**config.mk**
```make
export PLATFORM = sky130hd
export DESIGN_NAME = artnet_dmx_pixel_parser
export DESIGN_NICKNAME = d
export VERILOG_FILES = /design/src/hdl/adp_pkg.sv /design/src/hdl/adp_div.sv /design/src/hdl/adp_seq_store.sv /design/src/hdl/artnet_dmx_pixel_parser.sv
export SDC_FILE = /design/constraint.sdc
export NUM_CORES = 1
export LEC_CHECK = 0
export ABC_AREA = 1
export BUFFER_PORTS_ARGS = -buffer_cell sky130_fd_sc_hd__buf_4
export CAP_MARGIN = 15
export CORE_MARGIN = 10
export CORE_UTILIZATION = 43
export DETAILED_ROUTE_END_ITERATION = 8
export SLEW_MARGIN = 10
export SYNTH_ARGS = -nofsm -noshare
export SYNTH_HDL_FRONTEND = slang
export SYNTH_SLANG_ARGS = --single-unit
```
**constraint.sdc**
```tcl
create_clock -name clk_i -period 4 [get_ports clk_i]
set_clock_uncertainty 0.2 [all_clocks]
set_input_delay 0.2 -clock clk_i [delete_from_list [all_inputs] [get_ports clk_i]]
set_output_delay 0.2 -clock clk_i [all_outputs]
set_load 0.05 [all_outputs]
```
**src/hdl/adp_pkg.sv**
```systemverilog
// Shared types and constants for the Art-Net DMX pixel parser.
// Used by adp_div, adp_seq_store and artnet_dmx_pixel_parser; depends on nothing.
package adp_pkg;

  typedef enum logic [2:0] {
    K_PIXEL   = 3'd0,
    K_GOOD    = 3'd1,
    K_SYNC    = 3'd2,
    K_BADID   = 3'd3,
    K_OPCODE  = 3'd4,
    K_VERSION = 3'd5,
    K_RANGE   = 3'd6,
    K_SHORT   = 3'd7
  } kind_e;

  // The fault register reuses the result kinds; zero means no fault.
  localparam kind_e FAULT_NONE = K_PIXEL;

  localparam int NUM_UNIVERSES_DEF = 20;
  localparam int PIXELS_PER_UNIVERSE_DEF = 170;

  localparam int CFG_IDX_W = 2;
  localparam logic [CFG_IDX_W-1:0] CFG_UNIV_OFFSET = 2'd0;
  localparam logic [CFG_IDX_W-1:0] CFG_ROW_WIDTH = 2'd1;
  localparam logic [11:0] ROW_WIDTH_RST = 12'd16;

  // Packet byte positions.
  localparam logic [10:0] BI_ID_END = 11'd8;
  localparam logic [10:0] BI_OPC_HI = 11'd8;
  localparam logic [10:0] BI_OPC_LO = 11'd9;
  localparam logic [10:0] BI_VER_HI = 11'd10;
  localparam logic [10:0] BI_VER_LO = 11'd11;
  localparam logic [10:0] BI_SEQ = 11'd12;
  localparam logic [10:0] BI_UNIV_LO = 11'd14;
  localparam logic [10:0] BI_UNIV_HI = 11'd15;
  localparam logic [10:0] BI_LEN_HI = 11'd16;
  localparam logic [10:0] BI_LEN_LO = 11'd17;
  localparam logic [10:0] BI_DATA = 11'd18;
  localparam logic [10:0] IDX_MAX = 11'd2047;

  localparam logic [7:0] OPC_SYNC = 8'h52;
  localparam logic [7:0] OPC_DMX = 8'h50;
  localparam logic [7:0] PROTO_VER = 8'd14;
  localparam logic [8:0] GAP_LIMIT = 9'h0E0;

  // Divider widths: start position over row width.
  localparam int DIV_N = 16;
  localparam int DIV_D = 12;

  function automatic logic [7:0] id_byte(input logic [2:0] idx);
    logic [7:0] v;
    case (idx)
      3'd0: v = 8'h41;
      3'd1: v = 8'h72;
      3'd2: v = 8'h74;
      3'd3: v = 8'h2D;
      3'd4: v = 8'h4E;
      3'd5: v = 8'h65;
      3'd6: v = 8'h74;
      default: v = 8'h00;
    endcase
    return v;
  endfunction

endpackage

```
**src/hdl/adp_div.sv**
```systemverilog
// Iterative restoring divider, one quotient bit per cycle.
// Depends on adp_pkg for its widths.
module adp_div (
  input  logic                      clk_i,
  input  logic                      rst_ni,
  input  logic                      start_i,
  input  logic [adp_pkg::DIV_N-1:0] dividend_i,
  input  logic [adp_pkg::DIV_D-1:0] divisor_i,
  output logic                      done_o,
  output logic [adp_pkg::DIV_N-1:0] quotient_o,
  output logic [adp_pkg::DIV_D-1:0] remainder_o
);
  import adp_pkg::*;

  localparam int CNT_W = $clog2(DIV_N);

  logic             busy_q, busy_d;
  logic             done_q, done_d;
  logic [CNT_W-1:0] cnt_q, cnt_d;
  logic [DIV_N-1:0] quo_q, quo_d;
  logic [DIV_D-1:0] rem_q, rem_d;
  logic [DIV_D-1:0] div_q, div_d;
  logic [DIV_D:0]   trial;
  logic [DIV_D:0]   diff;

  assign trial = {rem_q, quo_q[DIV_N-1]};
  assign diff  = trial - {1'b0, div_q};

  always_comb begin
    busy_d = busy_q;
    done_d = 1'b0;
    cnt_d  = cnt_q;
    quo_d  = quo_q;
    rem_d  = rem_q;
    div_d  = div_q;
    if (start_i) begin
      busy_d = 1'b1;
      cnt_d  = '0;
      quo_d  = dividend_i;
      rem_d  = '0;
      div_d  = divisor_i;
    end else if (busy_q) begin
      // The remainder stays below the divisor, so it fits the divisor width.
      if (trial >= {1'b0, div_q}) begin
        rem_d = diff[DIV_D-1:0];
        quo_d = {quo_q[DIV_N-2:0], 1'b1};
      end else begin
        rem_d = trial[DIV_D-1:0];
        quo_d = {quo_q[DIV_N-2:0], 1'b0};
      end
      cnt_d = cnt_q + 1'b1;
      if (cnt_q == CNT_W'(DIV_N - 1)) begin
        busy_d = 1'b0;
        done_d = 1'b1;
      end
    end
  end

  always_ff @(posedge clk_i or negedge rst_ni) begin
    if (!rst_ni) begin
      busy_q <= 1'b0;
      done_q <= 1'b0;
      cnt_q  <= '0;
    end else begin
      busy_q <= busy_d;
      done_q <= done_d;
      cnt_q  <= cnt_d;
    end
  end

  always_ff @(posedge clk_i) begin
    quo_q <= quo_d;
    rem_q <= rem_d;
    div_q <= div_d;
  end

  assign done_o      = done_q;
  assign quotient_o  = quo_q;
  assign remainder_o = rem_q;

endmodule

```
**src/hdl/adp_seq_store.sv**
```systemverilog
// Per-universe store of the last sequence number, with a valid flag per entry.
// Memory with registered read; valid flags cleared by reset. Uses adp_pkg.
module adp_seq_store #(
  parameter int NUM_UNIVERSES = adp_pkg::NUM_UNIVERSES_DEF,
  parameter int UIDX_W = (NUM_UNIVERSES > 1) ? $clog2(NUM_UNIVERSES) : 1
) (
  input  logic              clk_i,
  input  logic              rst_ni,
  input  logic [UIDX_W-1:0] rd_addr_i,
  output logic              rd_valid_o,
  output logic [7:0]        rd_seq_o,
  input  logic              wr_en_i,
  input  logic [UIDX_W-1:0] wr_addr_i,
  input  logic [7:0]        wr_seq_i
);
  import adp_pkg::*;

  logic [7:0]               mem_q [NUM_UNIVERSES];
  logic [NUM_UNIVERSES-1:0] vld_q;
  logic                     rd_valid_q;
  logic [7:0]               rd_seq_q;

  always_ff @(posedge clk_i or negedge rst_ni) begin
    if (!rst_ni) begin
      vld_q      <= '0;
      rd_valid_q <= 1'b0;
    end else begin
      if (wr_en_i) begin
        vld_q[wr_addr_i] <= 1'b1;
      end
      rd_valid_q <= vld_q[rd_addr_i];
    end
  end

  always_ff @(posedge clk_i) begin
    if (wr_en_i) begin
      mem_q[wr_addr_i] <= wr_seq_i;
    end
    rd_seq_q <= mem_q[rd_addr_i];
  end

  assign rd_valid_o = rd_valid_q;
  assign rd_seq_o   = rd_seq_q;

endmodule

```
**src/hdl/artnet_dmx_pixel_parser.sv**
```systemverilog
// Top level of the Art-Net DMX pixel parser: byte sequencer, output register.
// Instantiates adp_seq_store and adp_div; uses adp_pkg.
//
// Usage: packet bytes enter on the s_axis channel, one byte per beat, with
// s_axis_tlast_i on the final byte. Results leave on m_axis: tuser is the
// kind, tdata the pixel position, color levels and lost count, tlast marks
// the status beat that closes each packet. The cfg channel writes the
// universe offset (index 0) and the row width (index 1); it is always ready.
// Flow: bytes are taken back to back; a byte that completes a pixel and ends
// the packet holds the input while its status follows the pixel out. Byte 17
// of an ArtDmx packet with a valid universe holds the input while the store
// is read and the start multiplied, the divider is launched, steps through
// its quotient bits and raises its done flag (only the first if it ends there).
// A result is registered into the output register as the byte that causes it
// is taken, a status on byte 17 from S_RD. When the receiver stalls,
// the result holds and the byte input stops taking beats until it frees.
// Reset clears all per-packet state and marks every universe entry unseen;
// the offset returns to 0 and the row width to 16.
module artnet_dmx_pixel_parser #(
  parameter int NUM_UNIVERSES = adp_pkg::NUM_UNIVERSES_DEF,
  parameter int PIXELS_PER_UNIVERSE = adp_pkg::PIXELS_PER_UNIVERSE_DEF
) (
  input  logic                          clk_i,
  input  logic                          rst_ni,
  input  logic                          s_axis_tvalid_i,
  output logic                          s_axis_tready_o,
  input  logic [7:0]                    s_axis_tdata_i,  // data_byte
  input  logic                          s_axis_tlast_i,  // end_of_packet
  output logic                          m_axis_tvalid_o,
  input  logic                          m_axis_tready_i,
  // pixel_x[11:0], pixel_y[23:12], red[31:24], green[39:32], blue[47:40],
  // lost_packets[55:48]
  output logic [55:0]                   m_axis_tdata_o,
  output logic [2:0]                    m_axis_tuser_o,  // kind
  output logic                          m_axis_tlast_o,  // last
  input  logic                          cfg_valid_i,
  output logic                          cfg_ready_o,
  input  logic [adp_pkg::CFG_IDX_W-1:0] cfg_index_i,
  input  logic [15:0]                   cfg_data_i
);
  import adp_pkg::*;

  localparam int UIDX_W = (NUM_UNIVERSES > 1) ? $clog2(NUM_UNIVERSES) : 1;

  typedef enum logic [3:0] {
    S_IDLE  = 4'b0001,
    S_RD    = 4'b0010,
    S_DIVGO = 4'b0100,
    S_DIV   = 4'b1000
  } state_e;

  state_e state_q, state_d;

  logic [15:0] univ_off_q, univ_off_d;
  logic [11:0] row_width_q, row_width_d;

  logic [10:0] byte_idx_q, byte_idx_d;
  kind_e       fault_q, fault_d;
  logic [7:0]  seq_q, seq_d;
  logic [15:0] univ_q, univ_d;
  logic [15:0] len_q, len_d;
  logic [11:0] cx_q, cx_d;
  logic [11:0] cy_q, cy_d;
  logic [15:0] triple_q, triple_d;
  logic [7:0]  lost_q, lost_d;
  logic [1:0]  ph_q, ph_d;
  logic [10:0] tstart_q, tstart_d;
  logic        eop_pend_q, eop_pend_d;
  logic [15:0] start_q, start_d;

  logic        ov_q, ov_d;
  kind_e       okind_q, okind_d;
  logic [11:0] ox_q, ox_d;
  logic [11:0] oy_q, oy_d;
  logic [7:0]  ored_q, ored_d;
  logic [7:0]  ogrn_q, ogrn_d;
  logic [7:0]  oblu_q, oblu_d;
  logic [7:0]  olost_q, olost_d;
  logic        olast_q, olast_d;

  logic        spend_q, spend_d;
  kind_e       skind_q, skind_d;
  logic [7:0]  slost_q, slost_d;

  logic [15:0]       u16;
  logic              u_in_range;
  logic [UIDX_W-1:0] u_idx;
  logic [11:0]       w_eff;
  logic              accept;
  logic              st_valid;
  logic [7:0]        st_seq;
  logic              st_wr;
  logic [8:0]        gap;
  logic [7:0]        gap_lost;
  logic [31:0]       prod;
  logic              div_start;
  logic              div_done;
  logic [15:0]       div_quo;
  logic [11:0]       div_rem;

  assign u16        = univ_q - univ_off_q;
  assign u_in_range = u16 < 16'(NUM_UNIVERSES);
  assign u_idx      = u16[UIDX_W-1:0];
  assign w_eff      = (row_width_q == 12'd0) ? 12'd1 : row_width_q;
  assign prod       = 32'(u_idx) * 32'(PIXELS_PER_UNIVERSE);

  assign s_axis_tready_o = (state_q == S_IDLE) && !spend_q && (!ov_q || m_axis_tready_i);
  assign accept          = s_axis_tvalid_i && s_axis_tready_o;
  assign cfg_ready_o     = 1'b1;

  // A gap is counted only when the new number lies 2 to 223 ahead.
  assign gap      = {1'b0, seq_q} - {1'b0, st_seq};
  assign gap_lost = (st_valid && !gap[8] && gap > 9'd1 && gap < GAP_LIMIT) ?
                    (gap[7:0] - 8'd1) : 8'd0;
  assign st_wr    = (state_q == S_RD);

  adp_seq_store #(
    .NUM_UNIVERSES(NUM_UNIVERSES),
    .UIDX_W       (UIDX_W)
  ) u_seq_store (
    .clk_i     (clk_i),
    .rst_ni    (rst_ni),
    .rd_addr_i (u_idx),
    .rd_valid_o(st_valid),
    .rd_seq_o  (st_seq),
    .wr_en_i   (st_wr),
    .wr_addr_i (u_idx),
    .wr_seq_i  (seq_q)
  );

  adp_div u_div (
    .clk_i      (clk_i),
    .rst_ni     (rst_ni),
    .start_i    (div_start),
    .dividend_i (start_q),
    .divisor_i  (w_eff),
    .done_o     (div_done),
    .quotient_o (div_quo),
    .remainder_o(div_rem)
  );

  always_comb begin
    univ_off_d  = univ_off_q;
    row_width_d = row_width_q;
    if (cfg_valid_i) begin
      case (cfg_index_i)
        CFG_UNIV_OFFSET: univ_off_d = cfg_data_i;
        CFG_ROW_WIDTH:   row_width_d = cfg_data_i[11:0];
        default: ;
      endcase
    end
  end

  always_comb begin
    logic        pix;
    logic        hdr_go;
    logic        clear;
    kind_e       st_kind;
    logic [7:0]  st_lost;
    logic [7:0]  b;
    logic [10:0] i;
    logic [12:0] cx_inc;

    pix     = 1'b0;
    hdr_go  = 1'b0;
    clear   = 1'b0;
    st_kind = K_GOOD;
    st_lost = 8'd0;
    b       = s_axis_tdata_i;
    i       = byte_idx_q;
    cx_inc  = {1'b0, cx_q} + 13'd1;

    state_d    = state_q;
    byte_idx_d = byte_idx_q;
    fault_d    = fault_q;
    seq_d      = seq_q;
    univ_d     = univ_q;
    len_d      = len_q;
    cx_d       = cx_q;
    cy_d       = cy_q;
    triple_d   = triple_q;
    lost_d     = lost_q;
    ph_d       = ph_q;
    tstart_d   = tstart_q;
    eop_pend_d = eop_pend_q;
    start_d    = start_q;
    div_start  = 1'b0;

    ov_d    = ov_q;
    okind_d = okind_q;
    ox_d    = ox_q;
    oy_d    = oy_q;
    ored_d  = ored_q;
    ogrn_d  = ogrn_q;
    oblu_d  = oblu_q;
    olost_d = olost_q;
    olast_d = olast_q;
    spend_d = spend_q;
    skind_d = skind_q;
    slost_d = slost_q;

    // Drain the output register; a held-back status goes out next.
    if (ov_q && m_axis_tready_i) begin
      if (spend_q) begin
        okind_d = skind_q;
        ox_d    = 12'd0;
        oy_d    = 12'd0;
        ored_d  = 8'd0;
        ogrn_d  = 8'd0;
        oblu_d  = 8'd0;
        olost_d = slost_q;
        olast_d = 1'b1;
        spend_d = 1'b0;
      end else begin
        ov_d = 1'b0;
      end
    end

    case (state_q)
      S_IDLE: begin
        if (accept) begin
          if (fault_q == FAULT_NONE && i != IDX_MAX) begin
            if (i < BI_ID_END) begin
              if (b != id_byte(i[2:0])) fault_d = K_BADID;
            end else if (i == BI_OPC_HI) begin
              if (b != 8'd0) fault_d = K_OPCODE;
            end else if (i == BI_OPC_LO) begin
              if (b == OPC_SYNC) fault_d = K_SYNC;
              else if (b != OPC_DMX) fault_d = K_OPCODE;
            end else if (i == BI_VER_HI) begin
              if (b != 8'd0) fault_d = K_VERSION;
            end else if (i == BI_VER_LO) begin
              if (b != PROTO_VER) fault_d = K_VERSION;
            end else if (i == BI_SEQ) begin
              seq_d = b;
            end else if (i == BI_UNIV_LO) begin
              univ_d = {univ_q[15:8], b};
            end else if (i == BI_UNIV_HI) begin
              univ_d = {b, univ_q[7:0]};
            end else if (i == BI_LEN_HI) begin
              len_d = {b, 8'd0};
            end else if (i == BI_LEN_LO) begin
              len_d = {len_q[15:8], b};
              if (u_in_range) hdr_go = 1'b1;
              else fault_d = K_RANGE;
            end else if (i >= BI_DATA) begin
              // Only whole triples inside the declared length produce pixels.
              if ((16'(tstart_q) + 16'd3) <= len_q) begin
                if (ph_q == 2'd0) begin
                  triple_d = {8'd0, b};
                end else if (ph_q == 2'd1) begin
                  triple_d = {b, triple_q[7:0]};
                end else begin
                  pix = 1'b1;
                  if (cx_inc >= {1'b0, w_eff}) begin
                    cx_d = 12'd0;
                    cy_d = cy_q + 12'd1;
                  end else begin
                    cx_d = cx_inc[11:0];
                  end
                end
              end
              if (ph_q == 2'd2) begin
                ph_d     = 2'd0;
                tstart_d = tstart_q + 11'd3;
              end else begin
                ph_d = ph_q + 2'd1;
              end
            end
          end
          if (i != IDX_MAX) byte_idx_d = i + 11'd1;

          if (pix) begin
            ov_d    = 1'b1;
            okind_d = K_PIXEL;
            ox_d    = cx_q;
            oy_d    = cy_q;
            ored_d  = triple_q[15:8];
            ogrn_d  = triple_q[7:0];
            oblu_d  = b;
            olost_d = 8'd0;
            olast_d = 1'b0;
          end

          if (fault_d != FAULT_NONE) begin
            st_kind = fault_d;
          end else if (i < BI_LEN_LO) begin
            st_kind = K_SHORT;
          end else begin
            st_kind = K_GOOD;
            st_lost = lost_q;
          end

          if (hdr_go) begin
            // The status of a packet ending here waits for the gap check.
            eop_pend_d = s_axis_tlast_i;
            state_d    = S_RD;
          end else if (s_axis_tlast_i) begin
            clear = 1'b1;
            if (pix) begin
              spend_d = 1'b1;
              skind_d = st_kind;
              slost_d = st_lost;
            end else begin
              ov_d    = 1'b1;
              okind_d = st_kind;
              ox_d    = 12'd0;
              oy_d    = 12'd0;
              ored_d  = 8'd0;
              ogrn_d  = 8'd0;
              oblu_d  = 8'd0;
              olost_d = st_lost;
              olast_d = 1'b1;
            end
          end
        end
      end
      S_RD: begin
        start_d = prod[15:0];
        if (eop_pend_q) begin
          clear      = 1'b1;
          eop_pend_d = 1'b0;
          ov_d       = 1'b1;
          okind_d    = K_GOOD;
          ox_d       = 12'd0;
          oy_d       = 12'd0;
          ored_d     = 8'd0;
          ogrn_d     = 8'd0;
          oblu_d     = 8'd0;
          olost_d    = gap_lost;
          olast_d    = 1'b1;
          state_d    = S_IDLE;
        end else begin
          lost_d  = gap_lost;
          state_d = S_DIVGO;
        end
      end
      S_DIVGO: begin
        div_start = 1'b1;
        state_d   = S_DIV;
      end
      S_DIV: begin
        if (div_done) begin
          cx_d    = div_rem;
          cy_d    = div_quo[11:0];
          state_d = S_IDLE;
        end
      end
      default: begin
        state_d = S_IDLE;
      end
    endcase

    if (clear) begin
      byte_idx_d = 11'd0;
      fault_d    = FAULT_NONE;
      seq_d      = 8'd0;
      univ_d     = 16'd0;
      len_d      = 16'd0;
      cx_d       = 12'd0;
      cy_d       = 12'd0;
      triple_d   = 16'd0;
      lost_d     = 8'd0;
      ph_d       = 2'd0;
      tstart_d   = 11'd0;
    end
  end

  always_ff @(posedge clk_i or negedge rst_ni) begin
    if (!rst_ni) begin
      state_q     <= S_IDLE;
      univ_off_q  <= 16'd0;
      row_width_q <= ROW_WIDTH_RST;
      byte_idx_q  <= 11'd0;
      fault_q     <= FAULT_NONE;
      seq_q       <= 8'd0;
      univ_q      <= 16'd0;
      len_q       <= 16'd0;
      cx_q        <= 12'd0;
      cy_q        <= 12'd0;
      triple_q    <= 16'd0;
      lost_q      <= 8'd0;
      ph_q        <= 2'd0;
      tstart_q    <= 11'd0;
      eop_pend_q  <= 1'b0;
      ov_q        <= 1'b0;
      spend_q     <= 1'b0;
    end else begin
      state_q     <= state_d;
      univ_off_q  <= univ_off_d;
      row_width_q <= row_width_d;
      byte_idx_q  <= byte_idx_d;
      fault_q     <= fault_d;
      seq_q       <= seq_d;
      univ_q      <= univ_d;
      len_q       <= len_d;
      cx_q        <= cx_d;
      cy_q        <= cy_d;
      triple_q    <= triple_d;
      lost_q      <= lost_d;
      ph_q        <= ph_d;
      tstart_q    <= tstart_d;
      eop_pend_q  <= eop_pend_d;
      ov_q        <= ov_d;
      spend_q     <= spend_d;
    end
  end

  always_ff @(posedge clk_i) begin
    start_q <= start_d;
    okind_q <= okind_d;
    ox_q    <= ox_d;
    oy_q    <= oy_d;
    ored_q  <= ored_d;
    ogrn_q  <= ogrn_d;
    oblu_q  <= oblu_d;
    olost_q <= olost_d;
    olast_q <= olast_d;
    skind_q <= skind_d;
    slost_q <= slost_d;
  end

  assign m_axis_tvalid_o = ov_q;
  assign m_axis_tdata_o  = {olost_q, oblu_q, ogrn_q, ored_q, oy_q, ox_q};
  assign m_axis_tuser_o  = okind_q;
  assign m_axis_tlast_o  = olast_q;

endmodule
```
==> impl_results.md <==
* Status: finished, final reports clean
* Drt wl/cell at 18.31 um
* Fin. max-slew vios at 0
* Skew-Pair Late Insertion Delay at 600 ps
* CP arrival at just under 4000 ps
* Yosys top cell area share at 0.2713
* PD cells at 605.1 mW/mm2
* Most frequent cells after synthesis: nand2_1, inv_1, edfxtp_1
* Max Root-Sink Buffers at 3
* Sink Count at about 470
* Number of diodes at 0
* # H-tree levels at 2
* EDFF count, synth at 211
* Overall power at between 15 and 20 mW
* Share of layout cells above drive strength 1 at 0.1316
* Syn nets at 2763
* Vias in the first global route at roughly 19000
* Remaining Overflow, GRT at 0
* DR pass1 iterations at 6
* DRC viols at 0
* Design area at 0.02776 mm2
* Post-DP HPWL at between 40000 and 50000 um
* # fillers at ~5000
* Cell with the most instances after synthesis: nand2_1
* Die area at 0.06404 mm2
* CP Data Required Time at 4150 ps
* Final hold vios at 0
* Mapped cell area at 0.02336 mm2
* Uppermost layer routed: met4
* Max IR drop VDD at ~0.00043 V
* Dpl ws at 39.78 ps
* Setup TNS at 0 ps
* Core area at 0.05381 mm2
* Post-Syn Instances at 2644
* Cell Area, Placed at 0.02548 mm2
* Die Wd at 253.1 um
* Wire length on met3 at between 3000 and 4000 um
* Die Ht at 253.1 um
* Post-synth top area cell: edfxtp_1
* Via density at 5.349
* Syn_area_per_cell at 8.834 um2
* Antenna viol nets, final at 0
* Initial drt markers at approximately 1400
* Final worst setup slack at 226.0 ps
* RSZ-0062 raised after global routing: no
* CP Launch Type: register
* FP Rows at 85
* Count of input and output buffers at 93
* Fin nets at 2956
* Final Cycle Share at 0.9435
* Top cells by area, synth: edfxtp_1, dfrtp_1, nand2_1, dfxtp_1, inv_1
* Initial antenna violation count at 0
* First-pass GRT wire length at roughly 100000 um
* Total CTS buffers at 52
* Netlist cell types at 70
* Gp weighted congestion at 0.9001
* Cell leakage power at 12.42 nW
* Seq cells post-synth at 468
* Max-Cap Viols at 0
* Clock transition at the registers of the reported paths at 60 ps
* Layout area overhead at 18.87%
* CTS tree: done
* Max Freq at 0.2650 GHz
* Hold Path Class: input pin to asynchronous set/reset pin
* Worst slew pin tran at slightly above 1000 ps
* Post-layout util at 0.5159
* Rel. slew slack at 0.3160
* Critical path capture point type: register
* Final setup fails at 0
* CP Class: register to register
* Main flop type after synthesis: edfxtp_1
* CP Max Fanout at 3
* Clock root cell: clkbuf_16
* Number of I/O pins at 95
* Total Routed Length at 65490 um
* Post-layout min period at 3774 ps
* Initial Utilization at 0.4340
* Seq/Total Area, Yosys at 0.5296
* Met1 wire length at 28740 um
* Global Route Usage Sum at 0.2027
* Via count at between 15000 and 20000
* Post-synth ARST share at 0.3782
* Yosys warns at 0
* Routed wl met2 at between 30000 and 40000 um
* Largest net degree at the start of global routing at 83
[power by group]
part,switching (mW),total (mW),internal [mW]
Combinational,3.73,5.70,1.96
Sequential,0.305,6.05,5.74
Clock,2.02,5.06,3.03
Total,6.06,16.8,10.7
[through the flow]
stage / hold WS, ps / std cells
final: 35.94 / 3577
after global routing: 117.8 / 3577
after CTS: 61.87 / 3573
after detailed placement: 135.9 / 3447
after global placement: 129.5 / 3447
after floorplan: -295.6 / 2644
[what timing repair did]
| action | in CTS | in global routing |
|---|---|---|
| setup endpoints to repair | 0 | 168 |
| resized for setup | 0 | 32 |
| buffers inserted | 0 | 2 |
| endpoints found under the hold margin | 135 | 0 |
| hold buffers | 28 | 0 |
[layout make-up]
cell class	count	area, um2	area share
clock inverters	28	370.4	0.01334
clock buffers	70	1460	0.05259
well taps	696	870.8	0.03137
multi-input cells	1722	9355	0.3370
repair buffers	234	1984	0.07148
inverters	359	1353	0.04872
flip-flops and latches	468	12370	0.4455
[registers in the layout, indices dropped and copies added (netlist names), 11 cells and up]
signal	flops
byte_idx_q	11
cx_q	12
cy_q	12
len_q	16
ox_q	12
oy_q	12
row_width_q	12
start_q	12
triple_q	16
tstart_q	11
u_div.div_q	12
u_div.quotient_o	16
u_div.remainder_o	12
u_seq_store.mem_q	160
u_seq_store.vld_q	20
univ_off_q	16
univ_q	16
[cell families after synthesis]
logic type,after synthesis,share of synthesized area
AOI/OAI and AO/OA,544,0.1351
xor gates and xnor gates,46,0.01838
adders and majority gates,87,0.04853
buffers and inverters,455,0.07564
DFF,468,0.5296
muxes,3,0.001339
other,1,0.0001606
and+or+nand+nor,1040,0.1912
[final timing paths]
kind,depth (start not counted),end,slack [ps],startpoint
worst max-delay path,19,start_q[12],230,univ_q[0]
worst min-delay path,2,cx_q[4],40,rst_ni
worst max register to register,19,start_q[12],230,univ_q[0]
worst min register to register,2,u_seq_store.vld_q[13],260,u_seq_store.vld_q[13]
max in group asynchronous,3,tstart_q[0],2570,rst_ni
min in group clk_i,3,row_width_q[4],160,cfg_index_i[1]
[cell usage in the layout (no fill, tap or decap), types with 11 or more instances in the layout]
cell type      synthesis  final
a31oi_1               19     19
or2_2                 20     19
a22oi_1               23     23
buf_4                  3    192
nor3_1                38     34
clkbuf_16              0     54
nor2_1               201    194
edfxtp_1             211    211
o22ai_1               66     66
xnor2_1               11     11
dfrtp_1              175    175
nand3_1              109    105
inv_1                347    347
dfxtp_1               80     80
ha_1                  81     80
xor2_1                33     32
o211ai_1              11     11
nand2_1              582    581
a21oi_1              151    148
dlygate4sd3_1          0     28
o21ai_0              161    159
nand4_1               45     45
o21ai_1               41     42
[worst max-delay path, stage by stage (launching register included)]
cell and delay, ps:
dfrtp_1 360, inv_1 60, ha_1 140, inv_1 60
fa_2 370, nand3_1 130, nand3_4 120, xor2_4 180
ha_1 310, inv_1 60, fa_1 500, inv_1 50
ha_1 220, nand3_1 90, nand2_1 80, nand2_1 60
nand2_1 60, and3_1 160, o21a_1 180, xor2_1 140
[routing by layer]
metal | vias up | GRT usage
met5 | - | 0
met4 | 0 | 0.07657
met3 | 114 | 0.02758
met2 | 549 | 0.3379
met1 | 9173 | 0.2640
li1 | 9297 | -
No activity file was read; power rests on OpenSTA's default activity.
